**src/rtl/gte_pkg.sv**
```systemverilog
// ----------------------------------------------------------------------------
// gte_pkg
// Shared constants and transaction types for the grey threshold erosion unit.
// ----------------------------------------------------------------------------
package gte_pkg;

  localparam int IMG_SIZE = 1024;
  localparam int COL_W    = $clog2(IMG_SIZE);
  localparam int ROW_W    = $clog2(IMG_SIZE + 2);
  localparam int POS_W    = 10;
  localparam int CH_W     = 8;
  localparam int SUM_W    = 10;
  localparam int THR_W    = 10;
  localparam logic [THR_W-1:0] THR_RESET = THR_W'(3 * 90 + 3);

  localparam int QDEPTH = 4;
  localparam int QPTR_W = $clog2(QDEPTH);
  localparam int QCNT_W = $clog2(QDEPTH + 2);

  typedef struct packed {
    logic             white;
    logic [COL_W-1:0] col;
    logic             emit;
  } token_t;

  typedef struct packed {
    logic             pixel_white;
    logic [POS_W-1:0] row;
    logic [POS_W-1:0] col;
    logic             last;
  } result_t;

endpackage

```
**src/rtl/gte_front.sv**
```systemverilog
// ----------------------------------------------------------------------------
// gte_front
// Accepts transactions, thresholds the grey level, drops early flushes and
// tracks the stream position of the frame.
// ----------------------------------------------------------------------------
module gte_front import gte_pkg::*; (
  input  logic            clk,
  input  logic            rst_n,
  input  logic            cfg_we,
  input  logic [CH_W-1:0] cfg_wdata,
  input  logic            in_push,
  output logic            in_full,
  input  logic            in_mode,
  input  logic [CH_W-1:0] in_red,
  input  logic [CH_W-1:0] in_green,
  input  logic [CH_W-1:0] in_blue,
  input  logic            tq_full,
  output logic            tq_push,
  output token_t          tq_data
);

  logic [THR_W-1:0] thr3_r;
  logic [ROW_W-1:0] in_row_r, in_row_nxt;
  logic [COL_W-1:0] in_col_r, in_col_nxt;
  logic [SUM_W-1:0] sum;
  logic             draining;
  logic             accept;

  // grey > t  <=>  r+g+b >= 3t+3
  always_ff @(posedge clk) begin
    if (!rst_n) begin
      thr3_r <= THR_RESET;
    end else if (cfg_we) begin
      thr3_r <= THR_W'({2'b00, cfg_wdata}) + THR_W'({1'b0, cfg_wdata, 1'b0}) + THR_W'(3);
    end
  end

  always_comb begin
    sum      = SUM_W'(in_red) + SUM_W'(in_green) + SUM_W'(in_blue);
    draining = in_row_r >= ROW_W'(IMG_SIZE);
    in_full  = tq_full;
    accept   = in_push && !tq_full;
    tq_push  = accept && (draining || !in_mode);

    tq_data.white = !draining && (sum >= thr3_r);
    tq_data.col   = in_col_r;
    tq_data.emit  = (in_row_r > ROW_W'(1)) || ((in_row_r == ROW_W'(1)) && (in_col_r != '0));

    in_row_nxt = in_row_r;
    in_col_nxt = in_col_r;
    if (tq_push) begin
      if (in_row_r == ROW_W'(IMG_SIZE + 1)) begin
        in_row_nxt = '0;
        in_col_nxt = '0;
      end else if (in_col_r == COL_W'(IMG_SIZE - 1)) begin
        in_col_nxt = '0;
        in_row_nxt = in_row_r + ROW_W'(1);
      end else begin
        in_col_nxt = in_col_r + COL_W'(1);
      end
    end
  end

  always_ff @(posedge clk) begin
    if (!rst_n) begin
      in_row_r <= '0;
      in_col_r <= '0;
    end else begin
      in_row_r <= in_row_nxt;
      in_col_r <= in_col_nxt;
    end
  end

endmodule

```
**src/rtl/gte_token_queue.sv**
```systemverilog
// ----------------------------------------------------------------------------
// gte_token_queue
// Short queue of classified pixel transactions between front and back.
// ----------------------------------------------------------------------------
module gte_token_queue import gte_pkg::*; (
  input  logic   clk,
  input  logic   rst_n,
  input  logic   push,
  input  token_t push_data,
  output logic   full,
  input  logic   pop,
  output token_t pop_data,
  output logic   empty
);

  token_t            mem_r [QDEPTH];
  logic [QPTR_W-1:0] wr_ptr_r, rd_ptr_r;
  logic [QCNT_W-1:0] count_r;
  logic              do_push, do_pop;

  always_comb begin
    full     = count_r == QCNT_W'(QDEPTH);
    empty    = count_r == '0;
    do_push  = push && !full;
    do_pop   = pop && !empty;
    pop_data = mem_r[rd_ptr_r];
  end

  always_ff @(posedge clk) begin
    if (do_push) begin
      mem_r[wr_ptr_r] <= push_data;
    end
  end

  always_ff @(posedge clk) begin
    if (!rst_n) begin
      wr_ptr_r <= '0;
      rd_ptr_r <= '0;
      count_r  <= '0;
    end else begin
      if (do_push) wr_ptr_r <= wr_ptr_r + QPTR_W'(1);
      if (do_pop)  rd_ptr_r <= rd_ptr_r + QPTR_W'(1);
      if (do_push && !do_pop) begin
        count_r <= count_r + QCNT_W'(1);
      end else if (do_pop && !do_push) begin
        count_r <= count_r - QCNT_W'(1);
      end
    end
  end

endmodule

```
**src/rtl/gte_result_queue.sv**
```systemverilog
// ----------------------------------------------------------------------------
// gte_result_queue
// Output queue of eroded pixel transactions, with occupancy for credit.
// ----------------------------------------------------------------------------
module gte_result_queue import gte_pkg::*; (
  input  logic              clk,
  input  logic              rst_n,
  input  logic              push,
  input  result_t           push_data,
  input  logic              pop,
  output result_t           pop_data,
  output logic              empty,
  output logic [QCNT_W-1:0] count
);

  result_t           mem_r [QDEPTH];
  logic [QPTR_W-1:0] wr_ptr_r, rd_ptr_r;
  logic [QCNT_W-1:0] count_r;
  logic              do_push, do_pop;

  always_comb begin
    empty    = count_r == '0;
    count    = count_r;
    do_push  = push && (count_r != QCNT_W'(QDEPTH));
    do_pop   = pop && !empty;
    pop_data = mem_r[rd_ptr_r];
  end

  always_ff @(posedge clk) begin
    if (do_push) begin
      mem_r[wr_ptr_r] <= push_data;
    end
  end

  always_ff @(posedge clk) begin
    if (!rst_n) begin
      wr_ptr_r <= '0;
      rd_ptr_r <= '0;
      count_r  <= '0;
    end else begin
      if (do_push) wr_ptr_r <= wr_ptr_r + QPTR_W'(1);
      if (do_pop)  rd_ptr_r <= rd_ptr_r + QPTR_W'(1);
      if (do_push && !do_pop) begin
        count_r <= count_r + QCNT_W'(1);
      end else if (do_pop && !do_push) begin
        count_r <= count_r - QCNT_W'(1);
      end
    end
  end

endmodule

```
**src/rtl/gte_back.sv**
```systemverilog
// ----------------------------------------------------------------------------
// gte_back
// Line store, 3x3 window and X-shaped erosion; issues results on credit.
// ----------------------------------------------------------------------------
module gte_back import gte_pkg::*; (
  input  logic              clk,
  input  logic              rst_n,
  input  logic              tq_empty,
  input  token_t            tq_data,
  output logic              tq_pop,
  input  logic [QCNT_W-1:0] rq_count,
  output logic              rq_push,
  output result_t           rq_data
);

  logic [1:0]       line_mem [IMG_SIZE];
  logic [1:0]       rd_r;
  logic             a_valid_r;
  token_t           a_tok_r;
  logic [8:0]       win_r;
  logic [COL_W-1:0] emit_row_r, emit_row_nxt;
  logic [COL_W-1:0] emit_col_r, emit_col_nxt;
  logic [2:0]       r0, r1, r2;
  logic             white;
  logic             last;

  // hold back while the result queue could overflow
  assign tq_pop = !tq_empty && ((rq_count + QCNT_W'(a_valid_r)) < QCNT_W'(QDEPTH));

  // bit 1 of each line store entry: two rows up, bit 0: one row up
  always_ff @(posedge clk) begin
    if (tq_pop) begin
      rd_r <= line_mem[tq_data.col];
    end
    if (a_valid_r) begin
      line_mem[a_tok_r.col] <= {rd_r[0], a_tok_r.white};
    end
  end

  always_ff @(posedge clk) begin
    if (tq_pop) begin
      a_tok_r <= tq_data;
    end
    if (a_valid_r) begin
      win_r <= {r2, r1, r0};
    end
  end

  always_comb begin
    r0 = {win_r[1:0], rd_r[1]};
    r1 = {win_r[4:3], rd_r[0]};
    r2 = {win_r[7:6], a_tok_r.white};

    white = r1[1];
    if (emit_row_r != '0) begin
      if (emit_col_r != '0)                   white = white & r0[2];
      if (emit_col_r != COL_W'(IMG_SIZE - 1)) white = white & r0[0];
    end
    if (emit_row_r != COL_W'(IMG_SIZE - 1)) begin
      if (emit_col_r != '0)                   white = white & r2[2];
      if (emit_col_r != COL_W'(IMG_SIZE - 1)) white = white & r2[0];
    end
    last = (emit_row_r == COL_W'(IMG_SIZE - 1)) && (emit_col_r == COL_W'(IMG_SIZE - 1));

    rq_push             = a_valid_r && a_tok_r.emit;
    rq_data.pixel_white = white;
    rq_data.row         = POS_W'(emit_row_r);
    rq_data.col         = POS_W'(emit_col_r);
    rq_data.last        = last;

    emit_row_nxt = emit_row_r;
    emit_col_nxt = emit_col_r;
    if (rq_push) begin
      if (last) begin
        emit_row_nxt = '0;
        emit_col_nxt = '0;
      end else if (emit_col_r == COL_W'(IMG_SIZE - 1)) begin
        emit_col_nxt = '0;
        emit_row_nxt = emit_row_r + COL_W'(1);
      end else begin
        emit_col_nxt = emit_col_r + COL_W'(1);
      end
    end
  end

  always_ff @(posedge clk) begin
    if (!rst_n) begin
      a_valid_r  <= 1'b0;
      emit_row_r <= '0;
      emit_col_r <= '0;
    end else begin
      a_valid_r  <= tq_pop;
      emit_row_r <= emit_row_nxt;
      emit_col_r <= emit_col_nxt;
    end
  end

endmodule

```
**src/rtl/grey_threshold_erosion_unit.sv**
```systemverilog
// ----------------------------------------------------------------------------
// grey_threshold_erosion_unit
// Grey threshold followed by X-shaped 3x3 binary erosion on a raster stream.
// ----------------------------------------------------------------------------
//  channel  | handshake          | payload
//  ---------+--------------------+------------------------------------------
//  input    | in_push / in_full  | in_mode, in_red, in_green, in_blue
//  result   | out_pop / out_empty| out_pixel_white, out_row, out_column,
//           |                    | out_frame_last
//  config   | cfg_we             | cfg_wdata (grey threshold)
//
// One transaction per cycle sustained while in_full is low; the line store read
// is registered, and a result passes the token queue and back-stage registers.
// Synchronous active-low reset clears counters and queues; the line store is
// not cleared, as its stale contents never reach a result.
// A stalled result side fills the result queue, then the token queue, and
// then raises in_full.
// ----------------------------------------------------------------------------
module grey_threshold_erosion_unit import gte_pkg::*; (
  input  logic             clk,
  input  logic             rst_n,
  input  logic             cfg_we,
  input  logic [CH_W-1:0]  cfg_wdata,
  input  logic             in_push,
  output logic             in_full,
  input  logic             in_mode,
  input  logic [CH_W-1:0]  in_red,
  input  logic [CH_W-1:0]  in_green,
  input  logic [CH_W-1:0]  in_blue,
  input  logic             out_pop,
  output logic             out_empty,
  output logic             out_pixel_white,
  output logic [POS_W-1:0] out_row,
  output logic [POS_W-1:0] out_column,
  output logic             out_frame_last
);

  logic              tq_push, tq_full, tq_pop, tq_empty;
  token_t            tq_wdata, tq_rdata;
  logic              rq_push;
  result_t           rq_wdata, rq_rdata;
  logic [QCNT_W-1:0] rq_count;

  gte_front u_front (
    .clk       (clk),
    .rst_n     (rst_n),
    .cfg_we    (cfg_we),
    .cfg_wdata (cfg_wdata),
    .in_push   (in_push),
    .in_full   (in_full),
    .in_mode   (in_mode),
    .in_red    (in_red),
    .in_green  (in_green),
    .in_blue   (in_blue),
    .tq_full   (tq_full),
    .tq_push   (tq_push),
    .tq_data   (tq_wdata)
  );

  gte_token_queue u_token_queue (
    .clk       (clk),
    .rst_n     (rst_n),
    .push      (tq_push),
    .push_data (tq_wdata),
    .full      (tq_full),
    .pop       (tq_pop),
    .pop_data  (tq_rdata),
    .empty     (tq_empty)
  );

  gte_back u_back (
    .clk      (clk),
    .rst_n    (rst_n),
    .tq_empty (tq_empty),
    .tq_data  (tq_rdata),
    .tq_pop   (tq_pop),
    .rq_count (rq_count),
    .rq_push  (rq_push),
    .rq_data  (rq_wdata)
  );

  gte_result_queue u_result_queue (
    .clk       (clk),
    .rst_n     (rst_n),
    .push      (rq_push),
    .push_data (rq_wdata),
    .pop       (out_pop),
    .pop_data  (rq_rdata),
    .empty     (out_empty),
    .count     (rq_count)
  );

  assign out_pixel_white = rq_rdata.pixel_white;
  assign out_row         = rq_rdata.row;
  assign out_column      = rq_rdata.col;
  assign out_frame_last  = rq_rdata.last;

endmodule

```
**config.mk**
```make
export PLATFORM = sky130hd
export DESIGN_NAME = grey_threshold_erosion_unit
export DESIGN_NICKNAME = d
export VERILOG_FILES = /design/src/rtl/gte_pkg.sv /design/src/rtl/gte_front.sv /design/src/rtl/gte_token_queue.sv /design/src/rtl/gte_result_queue.sv /design/src/rtl/gte_back.sv /design/src/rtl/grey_threshold_erosion_unit.sv
export SDC_FILE = /design/constraint.sdc
export NUM_CORES = 2
export LEC_CHECK = 0
export ABC_AREA = 0
export BUFFER_PORTS_ARGS = -buffer_cell sky130_fd_sc_hd__buf_2
export CAP_MARGIN = 5
export CORE_MARGIN = 2
export CORE_UTILIZATION = 30
export DETAILED_ROUTE_END_ITERATION = 10
export GPL_ROUTABILITY_DRIVEN = 0
export MAX_ROUTING_LAYER = met4
export SYNTH_ARGS = -nofsm -noshare
export SYNTH_HDL_FRONTEND = slang
export SYNTH_SLANG_ARGS = --single-unit
```
**constraint.sdc**
```tcl
create_clock -name clk -period 44.6 [get_ports clk]
set_input_delay 4.46 -clock clk [delete_from_list [all_inputs] [get_ports clk]]
set_output_delay 4.46 -clock clk [all_outputs]
set_load 0.05 [all_outputs]
```
==> impl_metrics.env <==
export IMPL_max_slew_margin_pct=8.89
export IMPL_ys_seq_elements=2273
export IMPL_synth_async_reset_ratio_pct=0
export IMPL_cts_tree="done"
export IMPL_final_cells=11400
export IMPL_ctsHoldBuffers=0
export IMPL_cts_made_buffers=224
export IMPL_worstPathArrival_ps=7860
export IMPL_die_h_um=569
export IMPL_critPathCaptureType="flop"
export IMPL_rsz0062_at_grt="false"
export IMPL_drive_gt1_share_pct=11.1
export IMPL_finalCriticalPeriod_ps=7280
export IMPL_crit_type="in -> reg"
export IMPL_htreeDepth=4
export IMPL_cp_top_family="compound AO/OA/AOI/OAI gates"
export IMPL_postSynthCellCount=7078
export IMPL_first_pass_iters=6
export IMPL_yosysTopAreaCell="edfxtp_1"
export IMPL_synth_commonest_cells="edfxtp_1 (2203), nand2_1 (1184), nor2_1 (1124)"
export IMPL_busiest_layer="met2"
export IMPL_dp_cells=10900
export IMPL_start_kind="input pin"
export IMPL_die_w_um=569
export IMPL_antenna_left=0
export IMPL_synth_cell_types=74
export IMPL_drc=0
export IMPL_finClkSkew_ps=109
export IMPL_crit_path_cell_trace="buf_2 -> ha_1 -> inv_1 -> fa_1 -> inv_1 -> a21oi_1 -> o21ai_0 -> a21oi_1 -> o21ai_0 -> xor2_1 -> ha_1 -> a21oi_1 -> o21ai_0 -> xor2_1 -> ha_1 -> nor2b_1 -> o21ai_0 -> a211oi_1"
export IMPL_wl_mm=292
export IMPL_dpl_hpwl_mm=160
export IMPL_tns_ps=0
export IMPL_clk_pin_slew_ps=60
export IMPL_clockBufferDepth=3
export IMPL_synth_cell_area_um2=95600
export IMPL_met3_usage_pct=3.01
export IMPL_critPathLaunch="in_red[0]"
export IMPL_syn_to_final_growth_pct=12.3
export IMPL_clk_latency_ps=920
export IMPL_outcome="completed"
export IMPL_crit_path_frequent_cell="o21ai_0"
export IMPL_die_area_um2=323000
export IMPL_yosysSeqAreaShare_pct=70.6
export IMPL_synth_edf_count=2203
export IMPL_synth_warnings=0
export IMPL_grtUsageTotal_pct=18.0
export IMPL_min_period_over_period_pct=16.3
export IMPL_tightest_slew_ps=1360
export IMPL_hold_viol=0
export IMPL_slew_viol_final=0
export IMPL_clock_sinks=2273
export IMPL_detail_route_iter0_violations=8718
export IMPL_antenna_found_initial=13
export IMPL_gr_total_overflow=0
export IMPL_grt_pass1_vias=59600
export IMPL_vdd_ir_drop_max_uv=58.2
export IMPL_synth_flop_cell="edfxtp_1"
export IMPL_grt_use_met2_pct=28.3
export IMPL_postSynthAreaPerCell_um2=13.5
export IMPL_postCtsResizedCells=0
export IMPL_cpPeakStageDelay_ps=510
export IMPL_fillers=30800
export IMPL_synthesis_nets=7181
export IMPL_wl_per_cell_um=25.7
export IMPL_p_leak_nw=33.7
export IMPL_grt_first_pass_wirelength_mm=416
export IMPL_grt_max_degree=276
export IMPL_cts_root_buf="clkbuf_16"
export IMPL_yosysTopAreaCellShare_pct=69.2
export IMPL_setup_violations=0
export IMPL_slowest_stage="a211oi_1"
export IMPL_start_util_pct=30.1
export IMPL_timing_critical_path_buf_inv=3
export IMPL_powerDensity_nw_per_um2=61.9
export IMPL_hold_path_class="reg -> reg"
export IMPL_crit_path_max_fanout=4
export IMPL_via_count=61200
export IMPL_synth_most_common_cell="edfxtp_1"
export IMPL_finalInstanceArea_um2=107000
export IMPL_cts_setup_buffers=0
export IMPL_clock_fmax_mhz=137
export IMPL_rows=207
export IMPL_ios=62
export IMPL_critPathRequiredTime_ps=45180
export IMPL_use_met1_pct=23.2
export IMPL_synthTopCellsByArea="edfxtp_1 (69%), nand2_1 (4.6%), nor2_1 (4.4%)"
export IMPL_maxCapViolCount=0
export IMPL_port_buffers=61
export IMPL_placed_cell_area_um2=100000
export IMPL_via_per_inst=5.38
export IMPL_fin_nets=7090
export IMPL_min_delay_start="u_back.win_r[0]$_DFFE_PP_"
export IMPL_fp_coreArea_um2=318000
## area by class of cell
class | count | area [um2] | share of cell area [%]
diodes | 5 | 12.5 | 0.0116
clock buffers | 273 | 5800 | 5.40
clock inverters | 146 | 1600 | 1.49
inverters | 61 | 254 | 0.236
multi-input cells | 4200 | 25300 | 23.6
flip-flops and latches | 2273 | 67600 | 62.9
well taps | 4180 | 5230 | 4.87
repair buffers | 227 | 1670 | 1.56
## cell families after synthesis
group,count (synthesis),share of synthesized area (%)
AND/OR/NAND/NOR,3006,13.2
flip-flops,2273,70.6
AO/OA/AOI/OAI,710,5.19
XOR/XNOR,56,0.513
buffers and inverters,605,3.35
adder cells (fa/ha/maj),65,0.882
multiplexers,363,6.19
## power breakdown
part / switching [mW] / internal (mW)
Clock: 0.838 / 1.06
Combinational: 1.53 / 0.503
Sequential: 0.0333 / 2.68
Total: 2.40 / 4.24
## sequential cells by signal (all words and copies together), names as in the netlist, 11 cells and up, named ones only
register,flops
u_token_queue.mem_r,48
u_front.in_row_r,11
u_back.a_tok_r,12
u_result_queue.mem_r,88
u_back.line_mem,2048
## placed cells by master, fill, tap and decap left out, types with 40 or more instances in the layout
master,synthesis,routed
a211oi_1,104,104
a21oi_1,137,137
a311oi_1,97,97
a31oi_1,106,106
and3_1,98,98
buf_2,98,63
buf_4,39,154
clkbuf_1,262,48
clkbuf_16,0,224
clkinv_1,0,53
clkinv_2,1,40
dfxtp_1,70,69
edfxtp_1,2203,2203
ha_1,61,61
inv_1,58,56
mux2i_1,174,174
mux4_2,175,175
nand2_1,1184,1181
nand3_1,303,271
nand4_1,49,49
nor2_1,1124,1116
nor2b_1,96,90
o21ai_0,49,49
## per-stage QoR
step           worst slack, ps  hold WS (ps)  power (mW)  utilization, %
2_1_floorplan            29880           400        4.27               -
3_3_place_gp             36290           404        4.73            31.5
3_5_place_dp             36440           406        4.75            31.5
4_1_cts                  37280           421        6.64            33.8
5_1_grt                  36870           434        6.85            33.8
6_report                 37320           421        6.65            33.8
## worst paths after layout
| kind | endpoint | slack, ps | cells past startpoint |
|---|---|---|---|
| worst min register to register | u_back.win_r[1]$_DFFE_PP_ | 420 | 0 |
| worst max register to register | u_back.rd_r[0]$_DFFE_PP_ | 37730 | 14 |
| worst min-delay path | u_back.win_r[1]$_DFFE_PP_ | 420 | 0 |
| worst max-delay path | u_token_queue.mem_r[1][11]$_DFFE_PP_ | 37320 | 18 |
## layer usage
metal	share of wire, %	wire (um)
met1	39	115000
met3	9.7	28200
met2	47	137000
met5	0	0
met4	4.1	11900
No activity file was read; power rests on OpenSTA's default activity.
